===== config.mk =====
export PLATFORM = sky130hd
export DESIGN_NAME = key_value_integer_field_extract
export DESIGN_NICKNAME = d
export VERILOG_FILES = /design/src/rtl/kvif_pkg.sv /design/src/rtl/kvif_front.sv /design/src/rtl/kvif_fifo.sv /design/src/rtl/kvif_back.sv /design/src/rtl/key_value_integer_field_extract.sv
export SDC_FILE = /design/constraint.sdc
export NUM_CORES = 1
export LEC_CHECK = 0
export BUFFER_PORTS_ARGS = -buffer_cell sky130_fd_sc_hd__buf_2
export CAP_MARGIN = 20
export CORE_ASPECT_RATIO = 0.8
export CORE_MARGIN = 10
export CORE_UTILIZATION = 61
export CTS_CLUSTER_SIZE = 25
export DETAILED_ROUTE_END_ITERATION = 12
export GPL_TIMING_DRIVEN = 0
export PLACE_DENSITY_LB_ADDON = 0.08
export SLEW_MARGIN = 20
export SYNTH_ARGS = -nofsm -noshare
export SYNTH_HDL_FRONTEND = slang
export SYNTH_HIERARCHICAL = 1
export SYNTH_SLANG_ARGS = --single-unit

===== constraint.sdc =====
create_clock -name clk_i -period 8.6 [get_ports clk_i]
set_input_delay 0.43 -clock clk_i [delete_from_list [all_inputs] [get_ports clk_i]]
set_output_delay 0.43 -clock clk_i [all_outputs]
set_load 0.05 [all_outputs]

===== src/rtl/kvif_pkg.sv =====
// Shared types and constants for the key=value integer field extractor.
package kvif_pkg;

  localparam int unsigned MaxNameBytes = 8;
  localparam int unsigned ValueBits    = 32;
  localparam int unsigned QueueDepth   = 2;
  localparam int unsigned CfgDataW     = 64;
  localparam int unsigned FieldValueW  = 32;

  localparam logic [7:0] CharComma = 8'h2c;
  localparam logic [7:0] CharEqual = 8'h3d;
  localparam logic [7:0] CharMinus = 8'h2d;
  localparam logic [7:0] CharZero  = 8'h30;
  localparam logic [7:0] CharNine  = 8'h39;
  localparam logic [3:0] Radix     = 4'd10;

  typedef enum logic [1:0] {
    CFG_FIELD_NAME     = 2'd0,
    CFG_FIELD_NAME_LEN = 2'd1,
    CFG_USE_FALLBACK   = 2'd2,
    CFG_FALLBACK_VALUE = 2'd3
  } cfg_index_e;

  typedef enum logic [2:0] {
    ST_OK        = 3'd0,
    ST_DEFAULTED = 3'd1,
    ST_MISSING   = 3'd2,
    ST_BAD       = 3'd3,
    ST_OVERFLOW  = 3'd4
  } status_e;

  typedef enum logic [2:0] {
    CLS_COMMA,
    CLS_EQUAL,
    CLS_MINUS,
    CLS_DIGIT,
    CLS_OTHER
  } char_class_e;

  typedef struct packed {
    logic [7:0] record_byte;
    logic       has_byte;
    logic       record_end;
  } item_t;

  typedef struct packed {
    status_e                  status;
    logic signed [FieldValueW-1:0] field_value;
  } result_t;

  // Classified byte as handed from the front to the back
  typedef struct packed {
    logic [7:0]  record_byte;
    char_class_e cls;
    logic [3:0]  digit;
    logic        has_byte;
    logic        record_end;
  } token_t;

  typedef struct packed {
    logic [CfgDataW-1:0]           field_name;
    logic [3:0]                    field_name_length;
    logic                          use_fallback;
    logic signed [FieldValueW-1:0] fallback_value;
  } cfg_t;

endpackage


===== src/rtl/kvif_front.sv =====
// Front end: classifies each incoming record byte for the parser.
module kvif_front (
  input  kvif_pkg::item_t  item_i,
  output kvif_pkg::token_t tok_o
);

  logic [7:0] digit_full;

  assign digit_full = item_i.record_byte - kvif_pkg::CharZero;

  always_comb begin
    tok_o.record_byte = item_i.record_byte;
    tok_o.has_byte    = item_i.has_byte;
    tok_o.record_end  = item_i.record_end;
    tok_o.digit       = digit_full[3:0];
    if (item_i.record_byte == kvif_pkg::CharComma) begin
      tok_o.cls = kvif_pkg::CLS_COMMA;
    end else if (item_i.record_byte == kvif_pkg::CharEqual) begin
      tok_o.cls = kvif_pkg::CLS_EQUAL;
    end else if (item_i.record_byte == kvif_pkg::CharMinus) begin
      tok_o.cls = kvif_pkg::CLS_MINUS;
    end else if (item_i.record_byte >= kvif_pkg::CharZero &&
                 item_i.record_byte <= kvif_pkg::CharNine) begin
      tok_o.cls = kvif_pkg::CLS_DIGIT;
    end else begin
      tok_o.cls = kvif_pkg::CLS_OTHER;
    end
  end

endmodule


===== src/rtl/kvif_fifo.sv =====
// Small register-based queue used between the stages and at the output.
module kvif_fifo #(
  parameter type         T     = logic,
  parameter int unsigned DEPTH = kvif_pkg::QueueDepth
) (
  input  logic clk_i,
  input  logic rst_ni,
  input  logic push_i,
  input  T     data_i,
  output logic full_o,
  input  logic pop_i,
  output T     data_o,
  output logic empty_o
);

  localparam int unsigned PtrW = (DEPTH > 1) ? $clog2(DEPTH) : 1;
  localparam int unsigned CntW = $clog2(DEPTH + 1);

  T              mem_q [DEPTH];
  logic [PtrW-1:0] wptr_q, wptr_d, rptr_q, rptr_d;
  logic [CntW-1:0] cnt_q, cnt_d;
  logic            do_push, do_pop;

  assign full_o  = (cnt_q == CntW'(DEPTH));
  assign empty_o = (cnt_q == '0);
  assign do_push = push_i && !full_o;
  assign do_pop  = pop_i && !empty_o;
  assign data_o  = mem_q[rptr_q];

  always_comb begin
    wptr_d = wptr_q;
    rptr_d = rptr_q;
    cnt_d  = cnt_q;
    if (do_push) begin
      wptr_d = (wptr_q == PtrW'(DEPTH - 1)) ? '0 : wptr_q + 1'b1;
    end
    if (do_pop) begin
      rptr_d = (rptr_q == PtrW'(DEPTH - 1)) ? '0 : rptr_q + 1'b1;
    end
    if (do_push && !do_pop) begin
      cnt_d = cnt_q + 1'b1;
    end else if (do_pop && !do_push) begin
      cnt_d = cnt_q - 1'b1;
    end
  end

  always_ff @(posedge clk_i or negedge rst_ni) begin
    if (!rst_ni) begin
      wptr_q <= '0;
      rptr_q <= '0;
      cnt_q  <= '0;
    end else begin
      wptr_q <= wptr_d;
      rptr_q <= rptr_d;
      cnt_q  <= cnt_d;
    end
  end

  always_ff @(posedge clk_i) begin
    if (do_push) begin
      mem_q[wptr_q] <= data_i;
    end
  end

endmodule


===== src/rtl/kvif_back.sv =====
// Back end: key match and integer value parse, one token per cycle unless stalled.
module kvif_back #(
  parameter int unsigned MAX_NAME_BYTES = kvif_pkg::MaxNameBytes,
  parameter int unsigned VALUE_BITS     = kvif_pkg::ValueBits
) (
  input  logic              clk_i,
  input  logic              rst_ni,
  input  kvif_pkg::cfg_t    cfg_i,
  input  kvif_pkg::token_t  tok_i,
  input  logic              tok_valid_i,
  output logic              tok_pop_o,
  input  logic              res_full_i,
  output logic              res_push_o,
  output kvif_pkg::result_t res_o
);

  localparam int unsigned PosW  = $clog2(MAX_NAME_BYTES + 1);
  localparam int unsigned IdxW  = (MAX_NAME_BYTES > 1) ? $clog2(MAX_NAME_BYTES) : 1;
  localparam int unsigned MagW  = VALUE_BITS;
  localparam int unsigned ProdW = VALUE_BITS + 4;
  localparam int unsigned ValW  = kvif_pkg::FieldValueW;

  typedef enum logic [1:0] {
    PH_KEY,
    PH_VALUE,
    PH_SKIP,
    PH_DONE
  } phase_e;

  typedef struct packed {
    kvif_pkg::status_e status;
    logic [ValW-1:0]   value;
  } fin_t;

  function automatic fin_t finish_value(logic inv, logic dg, logic ov, logic mn,
                                        logic [MagW-1:0] m);
    fin_t            f;
    logic [MagW-1:0] v;
    v = mn ? (MagW'(0) - m) : m;
    if (inv || !dg) begin
      f.status = kvif_pkg::ST_BAD;
      f.value  = '0;
    end else if (ov) begin
      f.status = kvif_pkg::ST_OVERFLOW;
      f.value  = '0;
    end else begin
      f.status = kvif_pkg::ST_OK;
      f.value  = ValW'(signed'(v));
    end
    return f;
  endfunction

  phase_e            phase_q, phase_d;
  logic [PosW-1:0]   pos_q, pos_d;
  logic              km_q, km_d;
  logic [MagW-1:0]   mag_q, mag_d;
  logic              minus_q, minus_d;
  logic              started_q, started_d;
  logic              digit_q, digit_d;
  logic              inv_q, inv_d;
  logic              ovf_q, ovf_d;
  kvif_pkg::status_e lst_q, lst_d;
  logic [ValW-1:0]   lval_q, lval_d;

  logic [PosW-1:0]   name_len;
  logic [7:0]        name_bytes [2**IdxW];
  logic [7:0]        pos_byte;
  logic [ProdW-1:0]  prod, limit;
  fin_t              fin;

  assign tok_pop_o = tok_valid_i && !res_full_i;

  always_comb begin
    if (cfg_i.field_name_length > 4'(MAX_NAME_BYTES)) begin
      name_len = PosW'(MAX_NAME_BYTES);
    end else begin
      name_len = PosW'(cfg_i.field_name_length);
    end
    for (int i = 0; i < 2**IdxW; i++) begin
      name_bytes[i] = cfg_i.field_name[8*i +: 8];
    end
  end

  assign pos_byte = name_bytes[pos_q[IdxW-1:0]];

  // 10*m + d against the signed limit; same test as m > (limit - d) / 10
  assign prod  = (ProdW'(mag_q) << 3) + (ProdW'(mag_q) << 1) + ProdW'(tok_i.digit);
  assign limit = (ProdW'(1) << (VALUE_BITS - 1)) - (minus_q ? ProdW'(0) : ProdW'(1));

  always_comb begin
    phase_d   = phase_q;
    pos_d     = pos_q;
    km_d      = km_q;
    mag_d     = mag_q;
    minus_d   = minus_q;
    started_d = started_q;
    digit_d   = digit_q;
    inv_d     = inv_q;
    ovf_d     = ovf_q;
    lst_d     = lst_q;
    lval_d    = lval_q;
    res_push_o        = 1'b0;
    res_o.status      = kvif_pkg::ST_MISSING;
    res_o.field_value = '0;
    fin = finish_value(inv_q, digit_q, ovf_q, minus_q, mag_q);

    if (tok_pop_o && tok_i.has_byte) begin
      case (phase_q)
        PH_KEY: begin
          if (tok_i.cls == kvif_pkg::CLS_COMMA) begin
            pos_d = '0;
            km_d  = 1'b1;
          end else if (tok_i.cls == kvif_pkg::CLS_EQUAL) begin
            if (km_q && pos_q == name_len) begin
              phase_d   = PH_VALUE;
              mag_d     = '0;
              minus_d   = 1'b0;
              started_d = 1'b0;
              digit_d   = 1'b0;
              inv_d     = 1'b0;
              ovf_d     = 1'b0;
            end else begin
              phase_d = PH_SKIP;
            end
          end else if (km_q && pos_q < name_len && tok_i.record_byte == pos_byte) begin
            pos_d = pos_q + 1'b1;
          end else begin
            km_d = 1'b0;
          end
        end
        PH_SKIP: begin
          if (tok_i.cls == kvif_pkg::CLS_COMMA) begin
            pos_d   = '0;
            km_d    = 1'b1;
            phase_d = PH_KEY;
          end
        end
        PH_VALUE: begin
          if (tok_i.cls == kvif_pkg::CLS_COMMA) begin
            lst_d   = fin.status;
            lval_d  = fin.value;
            phase_d = PH_DONE;
          end else begin
            if (tok_i.cls == kvif_pkg::CLS_MINUS && !started_q) begin
              minus_d = 1'b1;
            end else if (tok_i.cls == kvif_pkg::CLS_DIGIT) begin
              digit_d = 1'b1;
              if (!ovf_q) begin
                if (prod > limit) begin
                  ovf_d = 1'b1;
                end else begin
                  mag_d = prod[MagW-1:0];
                end
              end
            end else begin
              inv_d = 1'b1;
            end
            started_d = 1'b1;
          end
        end
        default: begin
        end
      endcase
    end

    if (tok_pop_o && tok_i.record_end) begin
      res_push_o = 1'b1;
      if (phase_d == PH_VALUE) begin
        // record ended inside the value: close it with the updated flags
        fin     = finish_value(inv_d, digit_d, ovf_d, minus_d, mag_d);
        lst_d   = fin.status;
        lval_d  = fin.value;
        phase_d = PH_DONE;
      end
      if (phase_d == PH_DONE) begin
        res_o.status      = lst_d;
        res_o.field_value = signed'(lval_d);
      end else if (cfg_i.use_fallback) begin
        res_o.status      = kvif_pkg::ST_DEFAULTED;
        res_o.field_value = cfg_i.fallback_value;
      end else begin
        res_o.status      = kvif_pkg::ST_MISSING;
        res_o.field_value = '0;
      end
      phase_d   = PH_KEY;
      pos_d     = '0;
      km_d      = 1'b1;
      mag_d     = '0;
      minus_d   = 1'b0;
      started_d = 1'b0;
      digit_d   = 1'b0;
      inv_d     = 1'b0;
      ovf_d     = 1'b0;
      lst_d     = kvif_pkg::ST_MISSING;
      lval_d    = '0;
    end
  end

  always_ff @(posedge clk_i or negedge rst_ni) begin
    if (!rst_ni) begin
      phase_q   <= PH_KEY;
      pos_q     <= '0;
      km_q      <= 1'b1;
      mag_q     <= '0;
      minus_q   <= 1'b0;
      started_q <= 1'b0;
      digit_q   <= 1'b0;
      inv_q     <= 1'b0;
      ovf_q     <= 1'b0;
      lst_q     <= kvif_pkg::ST_MISSING;
      lval_q    <= '0;
    end else begin
      phase_q   <= phase_d;
      pos_q     <= pos_d;
      km_q      <= km_d;
      mag_q     <= mag_d;
      minus_q   <= minus_d;
      started_q <= started_d;
      digit_q   <= digit_d;
      inv_q     <= inv_d;
      ovf_q     <= ovf_d;
      lst_q     <= lst_d;
      lval_q    <= lval_d;
    end
  end

endmodule


===== src/rtl/key_value_integer_field_extract.sv =====
// Top level of the key=value integer field extractor.
//
// Record bytes come in on a queue-style port: an item transfers when push is
// high and full is low. Each item carries record_byte, has_byte and
// record_end. Results leave on a second queue-style port: the oldest result
// sits on result_o while empty is low and transfers when pop is high.
// One result (status and field_value) follows each item with record_end set.
// Configuration (field name, name length, fallback enable, fallback value)
// is written through cfg_valid_i/cfg_ready_o with cfg_index_i selecting the
// register; ready is always high, and writes belong in idle periods.
// An item that transfers is written into the front queue; the parser then takes
// it from that queue and pushes any result it makes into the result queue.
// Throughput: one item per cycle while the result queue has room.
// A stalled receiver fills the two-entry result queue, the parser then holds,
// the front queue fills and full rises; nothing is dropped.
// Reset clears the parse state, the queues and the configuration registers.
module key_value_integer_field_extract #(
  parameter int unsigned MAX_NAME_BYTES = kvif_pkg::MaxNameBytes,
  parameter int unsigned VALUE_BITS     = kvif_pkg::ValueBits
) (
  input  logic                          clk_i,
  input  logic                          rst_ni,
  input  logic                          push,
  input  kvif_pkg::item_t               item_i,
  output logic                          full,
  output logic                          empty,
  input  logic                          pop,
  output kvif_pkg::result_t             result_o,
  input  logic                          cfg_valid_i,
  output logic                          cfg_ready_o,
  input  logic [1:0]                    cfg_index_i,
  input  logic [kvif_pkg::CfgDataW-1:0] cfg_data_i
);

  kvif_pkg::cfg_t    cfg_q;
  kvif_pkg::token_t  tok_in, tok_out;
  kvif_pkg::result_t res;
  logic              tok_empty, tok_pop, res_full, res_push;

  assign cfg_ready_o = 1'b1;

  always_ff @(posedge clk_i or negedge rst_ni) begin
    if (!rst_ni) begin
      cfg_q <= '0;
    end else if (cfg_valid_i && cfg_ready_o) begin
      case (cfg_index_i)
        kvif_pkg::CFG_FIELD_NAME:     cfg_q.field_name        <= cfg_data_i;
        kvif_pkg::CFG_FIELD_NAME_LEN: cfg_q.field_name_length <= cfg_data_i[3:0];
        kvif_pkg::CFG_USE_FALLBACK:   cfg_q.use_fallback      <= cfg_data_i[0];
        kvif_pkg::CFG_FALLBACK_VALUE: begin
          cfg_q.fallback_value <= signed'(cfg_data_i[kvif_pkg::FieldValueW-1:0]);
        end
        default: begin
        end
      endcase
    end
  end

  kvif_front u_front (
    .item_i (item_i),
    .tok_o  (tok_in)
  );

  kvif_fifo #(
    .T     (kvif_pkg::token_t),
    .DEPTH (kvif_pkg::QueueDepth)
  ) u_tok_fifo (
    .clk_i   (clk_i),
    .rst_ni  (rst_ni),
    .push_i  (push),
    .data_i  (tok_in),
    .full_o  (full),
    .pop_i   (tok_pop),
    .data_o  (tok_out),
    .empty_o (tok_empty)
  );

  kvif_back #(
    .MAX_NAME_BYTES (MAX_NAME_BYTES),
    .VALUE_BITS     (VALUE_BITS)
  ) u_back (
    .clk_i       (clk_i),
    .rst_ni      (rst_ni),
    .cfg_i       (cfg_q),
    .tok_i       (tok_out),
    .tok_valid_i (!tok_empty),
    .tok_pop_o   (tok_pop),
    .res_full_i  (res_full),
    .res_push_o  (res_push),
    .res_o       (res)
  );

  kvif_fifo #(
    .T     (kvif_pkg::result_t),
    .DEPTH (kvif_pkg::QueueDepth)
  ) u_res_fifo (
    .clk_i   (clk_i),
    .rst_ni  (rst_ni),
    .push_i  (res_push),
    .data_i  (res),
    .full_o  (res_full),
    .pop_i   (pop),
    .data_o  (result_o),
    .empty_o (empty)
  );

  // a result is produced exactly when a record-ending token is consumed
  a_result_on_end: assert property (@(posedge clk_i) disable iff (!rst_ni)
    res_push == (tok_pop && tok_out.record_end))
    else $error("result push without record end");

  a_no_push_when_full: assert property (@(posedge clk_i) disable iff (!rst_ni)
    res_push |-> !res_full)
    else $error("parser wrote a full result queue");

  a_status_range: assert property (@(posedge clk_i) disable iff (!rst_ni)
    !empty |-> result_o.status <= kvif_pkg::ST_OVERFLOW)
    else $error("result status out of range");

  a_zero_on_fail: assert property (@(posedge clk_i) disable iff (!rst_ni)
    (!empty && (result_o.status == kvif_pkg::ST_MISSING ||
                result_o.status == kvif_pkg::ST_BAD ||
                result_o.status == kvif_pkg::ST_OVERFLOW)) |-> result_o.field_value == 0)
    else $error("nonzero value on failing status");

endmodule

==> results.json, run 1 <==
{
  "grt.overflow.total": 0,
  "cp-start-kind": "register",
  "p_leak_nw": 9.00,
  "antenna_found_initial": 0,
  "layout-drive-gt1-share_pct": 23.7,
  "finalSetupViolCount": 0,
  "p_int_mw": 3.12,
  "swShare_pct": 36.2,
  "diodes": 0,
  "status": "complete, no violations",
  "synthXorXnorAreaFrac_pct": 4.92,
  "drc": 0,
  "synth_edf_count": 104,
  "gr-usage-all-layers_pct": 27.5,
  "clock_sinks": 292,
  "critPathMaxStageDelay_ps": 480,
  "ys_seq_elements": 292,
  "min_path_type": "in2reg",
  "path_clk_slew_ps": 70,
  "cp_max_fo": 10,
  "irDropWorstVdd_mv": 0.217,
  "critPathCaptureType": "register",
  "ant_nets": 0,
  "path_class": "reg2reg",
  "fp.dieW_um": 212,
  "dieArea_um2": 36800,
  "syn_nets": 1822,
  "clockBufferDepth": 3,
  "placedCellCount": 2131,
  "finalSetupTns_ps": 0,
  "tightest_slew_ps": 1030,
  "grt_max_degree": 101,
  "relSlewSlack_pct": 30.6,
  "cpLargestDelayFamily": "compound AO/OA/AOI/OAI gates",
  "drv_cap": 0,
  "numPortBuffers": 115,
  "hold_viol": 0,
  "root_buffer": "clkbuf_16",
  "drv_slew": 0,
  "syn_to_final_growth_pct": 12.1,
  "grt_pass1_wl_um": 79900,
  "clkLatencyLatePin_ps": 550,
  "worstPathRequired_ps": 8850,
  "fin_crit_sh_pct": 96.1,
  "clock_skew_ps": 17.3,
  "p_sw_mw": 1.77,
  "period_minus_slack_ps": 8270,
  "ys_warn_count": 6,
  "max_freq_ghz": 0.121,
  "async_reset_ff_share_pct": 64.4,
  "synth.top_cells.by_area": "dfrtp_1, edfxtp_1, ha_1, mux2_2, mux2_4",
  "cts_tree": "done",
  "p_comb_share_pct": 36.8,
  "synth_ff_type": "dfrtp_1",
  "drtIter0Drc": 1777,
  "clkPwrFrac_pct": 25.1,
  "cpMaxStageDelayCell": "a221oi_2",
  "synthCells": 1635,
  "rows": 56,
  "wl_um": 51800,
  "synth_top_family_by_area": "compound AO/OA/AOI/OAI gates",
  "crit_path_frequent_cell": "ha_1",
  "synth_area_um2": 18000,
  "synth_mux_area_share_pct": 13.5,
  "dpl.hpwl_um": 39800,
  "yosys.area.top_type": "dfrtp_1",
  "fillers": 2169,
  "core_um2": 29200,
  "synthSimpleGateAreaFrac_pct": 11.8,
  "place_congestion": 1.01,
  "htreeDepth": 1,
  "synth-compound-area-share_pct": 14.5,
  "arrival_ps": 8520,
  "powerDensity_nw_per_um2": 243,
  "r2r_slack_ps": 330,
  "yosysSeqAreaShare_pct": 43.5,
  "critPathBufInv": 4,
  "synth.distinct_cells": 100,
  "numCtsBuffers": 27,
  "viasPerCell": 6.60,
  "io_pins": 119,
  "final_cells": 2185,
  "avgRoutedWirePerCell_um": 23.7,
  "num_vias": 14400,
  "synthAdderAreaFrac_pct": 7.46,
  "grt_pass1_vias": 14000,
  "initial_core_util_pct": 61.6,
  "pwr-share-seq_pct": 38.1,
  "dr.pass1.iters": 6,
  "avgSynthCellArea_um2": 11.0,
  "layout.nets": 1975,
  "fp.dieH_um": 174,
  "synth_top_area_share_pct": 25.9
}
## path summary, 6_finish.rpt
kind	startpoint	endpoint	cells after the start
max	u_tok_fifo/rptr_q$_DFFE_PN0P_	u_res_fifo/mem_q[1][12]$_DFFE_PP_	31
min in group asynchronous	rst_ni	u_res_fifo/cnt_q[1]$_DFFE_PN0P_	2
max in group asynchronous	rst_ni	u_back/lst_q[1]$_DFF_PN1_	3
max reg2reg	u_tok_fifo/rptr_q$_DFFE_PN0P_	u_res_fifo/mem_q[1][12]$_DFFE_PP_	31
min	item_i[1]	u_tok_fifo/mem_q[1][1]$_DFFE_PP_	1
min reg2reg	cfg_q[12]$_DFFE_PN0P_	cfg_q[12]$_DFFE_PN0P_	1
## what timing repair did
action / in CTS / in global routing
endpoints found under the hold margin: 88 / 0
hold buffers: 1 / 0
buffers inserted: 2 / 2
resized for setup: 8 / 12
pin swaps: 3 / 2
setup endpoints to repair: 36 / 35
## cells by family after synthesis
family	count (synthesis)
flops	292
simple gates	431
xor+xnor	101
mux	186
compound gates	393
fa+ha+maj	106
buf+inv	125
other cells	1
## power by group through the flow
stage | sequential [mW] | combinational [mW] | clock (mW)
2_1_floorplan | 1.85 | 1.32 | 0
3_3_place_gp | 1.88 | 1.72 | 0
3_5_place_dp | 1.89 | 1.78 | 0
4_1_cts | 1.87 | 1.79 | 1.24
5_1_grt | 1.89 | 1.92 | 1.29
6_report | 1.87 | 1.80 | 1.23
## through the flow
step | hold WS, ps | utilization, % | power (mW) | area (um2) | worst slack, ps
after floorplan | 134 | - | 3.16 | 18000 | 1500
after global placement | 476 | 65.1 | 3.59 | 19000 | -1000
after detailed placement | 488 | 65.5 | 3.67 | 19100 | -1160
after CTS | 48.7 | 68.8 | 4.90 | 20100 | 91.9
after global routing | 58.1 | 69.0 | 5.10 | 20200 | -25.3
final | 63.4 | 69.0 | 4.90 | 20200 | 331
## placed cells by master (no fill, tap or decap), types with 9 or more instances in the layout
cell type	count
o21ai_0	89
nor2_1	139
mux4_2	16
or2_2	9
clkbuf_1	48
inv_1	31
or3_1	15
nand2_1	105
a21oi_1	88
xnor2_1	51
ha_1	104
dfrtp_1	185
a31oi_1	18
edfxtp_1	104
mux2_2	111
a22oi_1	42
buf_4	22
mux2i_1	15
a21o_1	18
xor2_1	50
nor3_1	28
clkbuf_16	27
o31ai_1	9
and2_1	23
clkinv_1	9
buf_12	12
buf_2	119
o21a_1	10
nand3_1	22
o22ai_1	16
mux2_4	43
nand4_1	19
## layout make-up
class                           count  area, um2  share of cell area, %
Sequential cell                   292       7830                   38.8
Timing Repair Buffer              124        704                   3.49
Multi-Input combinational cell   1218       9490                   47.1
Buffer                             93        654                   3.25
Inverter                           32        120                  0.596
Clock inverter                     17        178                  0.881
Tap cell                          377        472                   2.34
Clock buffer                       32        714                   3.54
## layer usage
layer	wire, um	part of all wire, %	vias to the layer above	global-route usage, %
li1	-	-	6405	-
met5	0	0	-	0
met4	1230	2.4	0	6.28
met1	22200	43	7126	40.1
met3	5300	10	92	5.42
met2	23100	45	793	41.1
## synth_stat cells (all sizes together) (5+ instances only)
master	count
nor2b	8
inv	31
mux4	16
clkbuf	48
xor2	50
o211ai	5
mux2i	16
o21a	10
nand2	106
o41ai	6
nor3b	5
nand2b	7
a221oi	13
buf	45
or3	16
o21ai	94
and3	11
or4	7
dfrtp	186
ha	104
or2	10
nor4	7
nand3	23
a31oi	18
a21o	19
a21oi	91
o31a	6
mux2	154
edfxtp	104
o31ai	11
nor3	28
a211oi	6
o22ai	16
nor2	142
nand4	20
xnor2	51
a22oi	45
and2	24
o221ai	5
o2111ai	5
## sequential cells by signal, summed over array words and instances, names as in the netlist, 2 cells and up
name              count
u_back/mag_q         32
u_res_fifo/cnt_q      2
u_res_fifo/mem_q     70
u_back/pos_q          4
u_back/lst_q          3
cfg_q               101
u_back/lval_q        32
u_back/phase_q        2
u_tok_fifo/mem_q     34
u_tok_fifo/cnt_q      2
No activity file was read; power rests on OpenSTA's default activity.
==> run 2: changes to the inputs <==
Settings changed: BUFFER_PORTS_ARGS -buffer_cell sky130_fd_sc_hd__buf_2 to default, CORE_MARGIN 10 to default, DONT_BUFFER_PORTS from default to 1.
==> run 2 against run 1 <==
First-iteration DRC count shrank 24%. Die area is 18% lower. Worst setup slack got worse by 95 ps. Non-clock buffer count fell by 113. Sequential cell count stayed put. Utilization down 0.097 points. Maximum frequency is 1.1% lower. Clock power grew 9.8%. Sequential share of layout area rose by 0.86 points. Sequential power about the same. Critical path type unchanged. Critical endpoint is now u_res_fifo/mem_q[0][14]$_DFFE_PP_. Largest cell class unchanged. Highest routed layer unchanged.
==> results.json, run 2 (synthesis results as in run 1) <==
{
  "fin_crit_sh_pct": 97.2,
  "arrival_ps": 8640,
  "finalSetupTns_ps": 0,
  "htreeDepth": 1,
  "diodes": 0,
  "cp_max_fo": 10,
  "min_path_type": "in2reg",
  "fp.dieW_um": 194,
  "p_leak_nw": 8.64,
  "dr.pass1.iters": 5,
  "drv_slew": 0,
  "dpl.hpwl_um": 38600,
  "grt_pass1_vias": 13000,
  "cpLargestDelayFamily": "compound AO/OA/AOI/OAI gates",
  "rows": 55,
  "grt.overflow.total": 0,
  "fin_ws_ps": 237,
  "antenna_found_initial": 0,
  "clock_sinks": 292,
  "cpMaxStageDelayCell": "fa_1",
  "final_common_cell": "dfrtp_1",
  "clock_skew_ps": 11.3,
  "initial_core_util_pct": 62.8,
  "wl_um": 51100,
  "critPathCaptureType": "register",
  "avgRoutedWirePerCell_um": 24.7,
  "critPathBufInv": 3,
  "drc": 0,
  "grt_pass1_wl_um": 77700,
  "core_um2": 28600,
  "grt_max_degree": 189,
  "tightest_slew_ps": 1150,
  "rsz0062_at_grt": "false",
  "num_vias": 13800,
  "fin_util_pct": 68.9,
  "dpl_worst_slack_ps": -1200,
  "largestRegisters": "cfg_q x101, u_res_fifo/mem_q x70, u_tok_fifo/mem_q x34",
  "cp-start-kind": "register",
  "placedCellCount": 2007,
  "finalSetupViolCount": 0,
  "worst_hold_slack_ps": 14.6,
  "period_minus_slack_ps": 8360,
  "numCtsBuffers": 28,
  "critPathMaxStageDelay_ps": 530,
  "r2r_slack_ps": 240,
  "path_class": "reg2reg",
  "dpl_cell_area_um2": 18500,
  "drtIter0Drc": 1356,
  "fin_area_um2": 19700,
  "cts_tree": "done",
  "path_clk_slew_ps": 70,
  "irDropWorstVdd_mv": 0.275,
  "fp.dieH_um": 156,
  "worstPathRequired_ps": 8870,
  "layout-drive-gt1-share_pct": 19.3,
  "place_congestion": 0.983,
  "relSlewSlack_pct": 23.2,
  "numPortBuffers": 0,
  "status": "complete, no violations",
  "final_cells": 2068,
  "fin_total_pwr_mw": 4.92,
  "clockBufferDepth": 3,
  "final_cell_mix": "dfrtp_1, nor2_1, mux2_2, nand2_1",
  "largest_register_ff_count": 101,
  "hold_viol": 0,
  "viasPerCell": 6.66,
  "drv_cap": 0,
  "max_freq_ghz": 0.120,
  "root_buffer": "clkbuf_16",
  "gr-usage-all-layers_pct": 33.9,
  "syn_to_final_growth_pct": 9.68,
  "largest_register": "cfg_q",
  "layout.nets": 1863,
  "io_pins": 119,
  "dieArea_um2": 30200,
  "ant_nets": 0,
  "powerDensity_nw_per_um2": 250,
  "clkLatencyLatePin_ps": 560
}
==> run 2: changes by cell type in the layout (fill, tap and decap cells not counted), sizes merged <==
| cell | previous run | this run |
|---|---|---|
| clkinvlp | 3 | 1 |
| clkbuf | 81 | 86 |
| buf | 167 | 53 |
| bufinv | 4 | 5 |
==> run 2: where the power goes <==
group	leakage, nW	internal (mW)	switching, mW
Clock	0.494	0.799	0.546
Combinational	4.80	0.607	1.10
Sequential	3.34	1.75	0.118
Total	8.64	3.15	1.77
==> run 2: area by class of cell <==
type                    instances  area [um2]
multi-input cells            1218        9530
fillers                      2183        8900
flip-flops and latches        292        7830
clock buffers                  36         790
plain buffers                  93         657
well taps                     370         463
clock inverters                16         215
repair buffers                 11         123
inverters                      32         120
==> run 2: worst paths after layout <==
check	from	end	cells past startpoint
worst max register to register	u_tok_fifo/rptr_q$_DFFE_PN0P_	u_res_fifo/mem_q[0][14]$_DFFE_PP_	31
worst min register to register	cfg_q[5]$_DFFE_PN0P_	cfg_q[5]$_DFFE_PN0P_	1
worst max-delay path	u_tok_fifo/rptr_q$_DFFE_PN0P_	u_res_fifo/mem_q[0][14]$_DFFE_PP_	31
worst min-delay path	cfg_data_i[6]	cfg_q[6]$_DFFE_PN0P_	1
min in group asynchronous	rst_ni	cfg_q[62]$_DFFE_PN0P_	2
max in group asynchronous	rst_ni	u_back/minus_q$_DFF_PN0_	2
==> run 2: what timing repair did <==
| item | 4_1_cts | 5_1_grt |
|---|---|---|
| endpoints found under the hold margin | 188 | 0 |
| resized for setup | 12 | 16 |
| setup endpoints to repair | 42 | 46 |
| buffers inserted | 1 | 5 |
| pin swaps | 2 | 6 |
| hold buffers | 2 | 0 |
==> run 2: layer usage <==
layer | part of all wire [%] | global-route usage (%) | routed length [um]
met1 | 46 | 52.7 | 23600
met2 | 42 | 48.7 | 21500
met3 | 10 | 7.28 | 5090
met4 | 1.7 | 6.54 | 885
met5 | 0 | 0 | 0
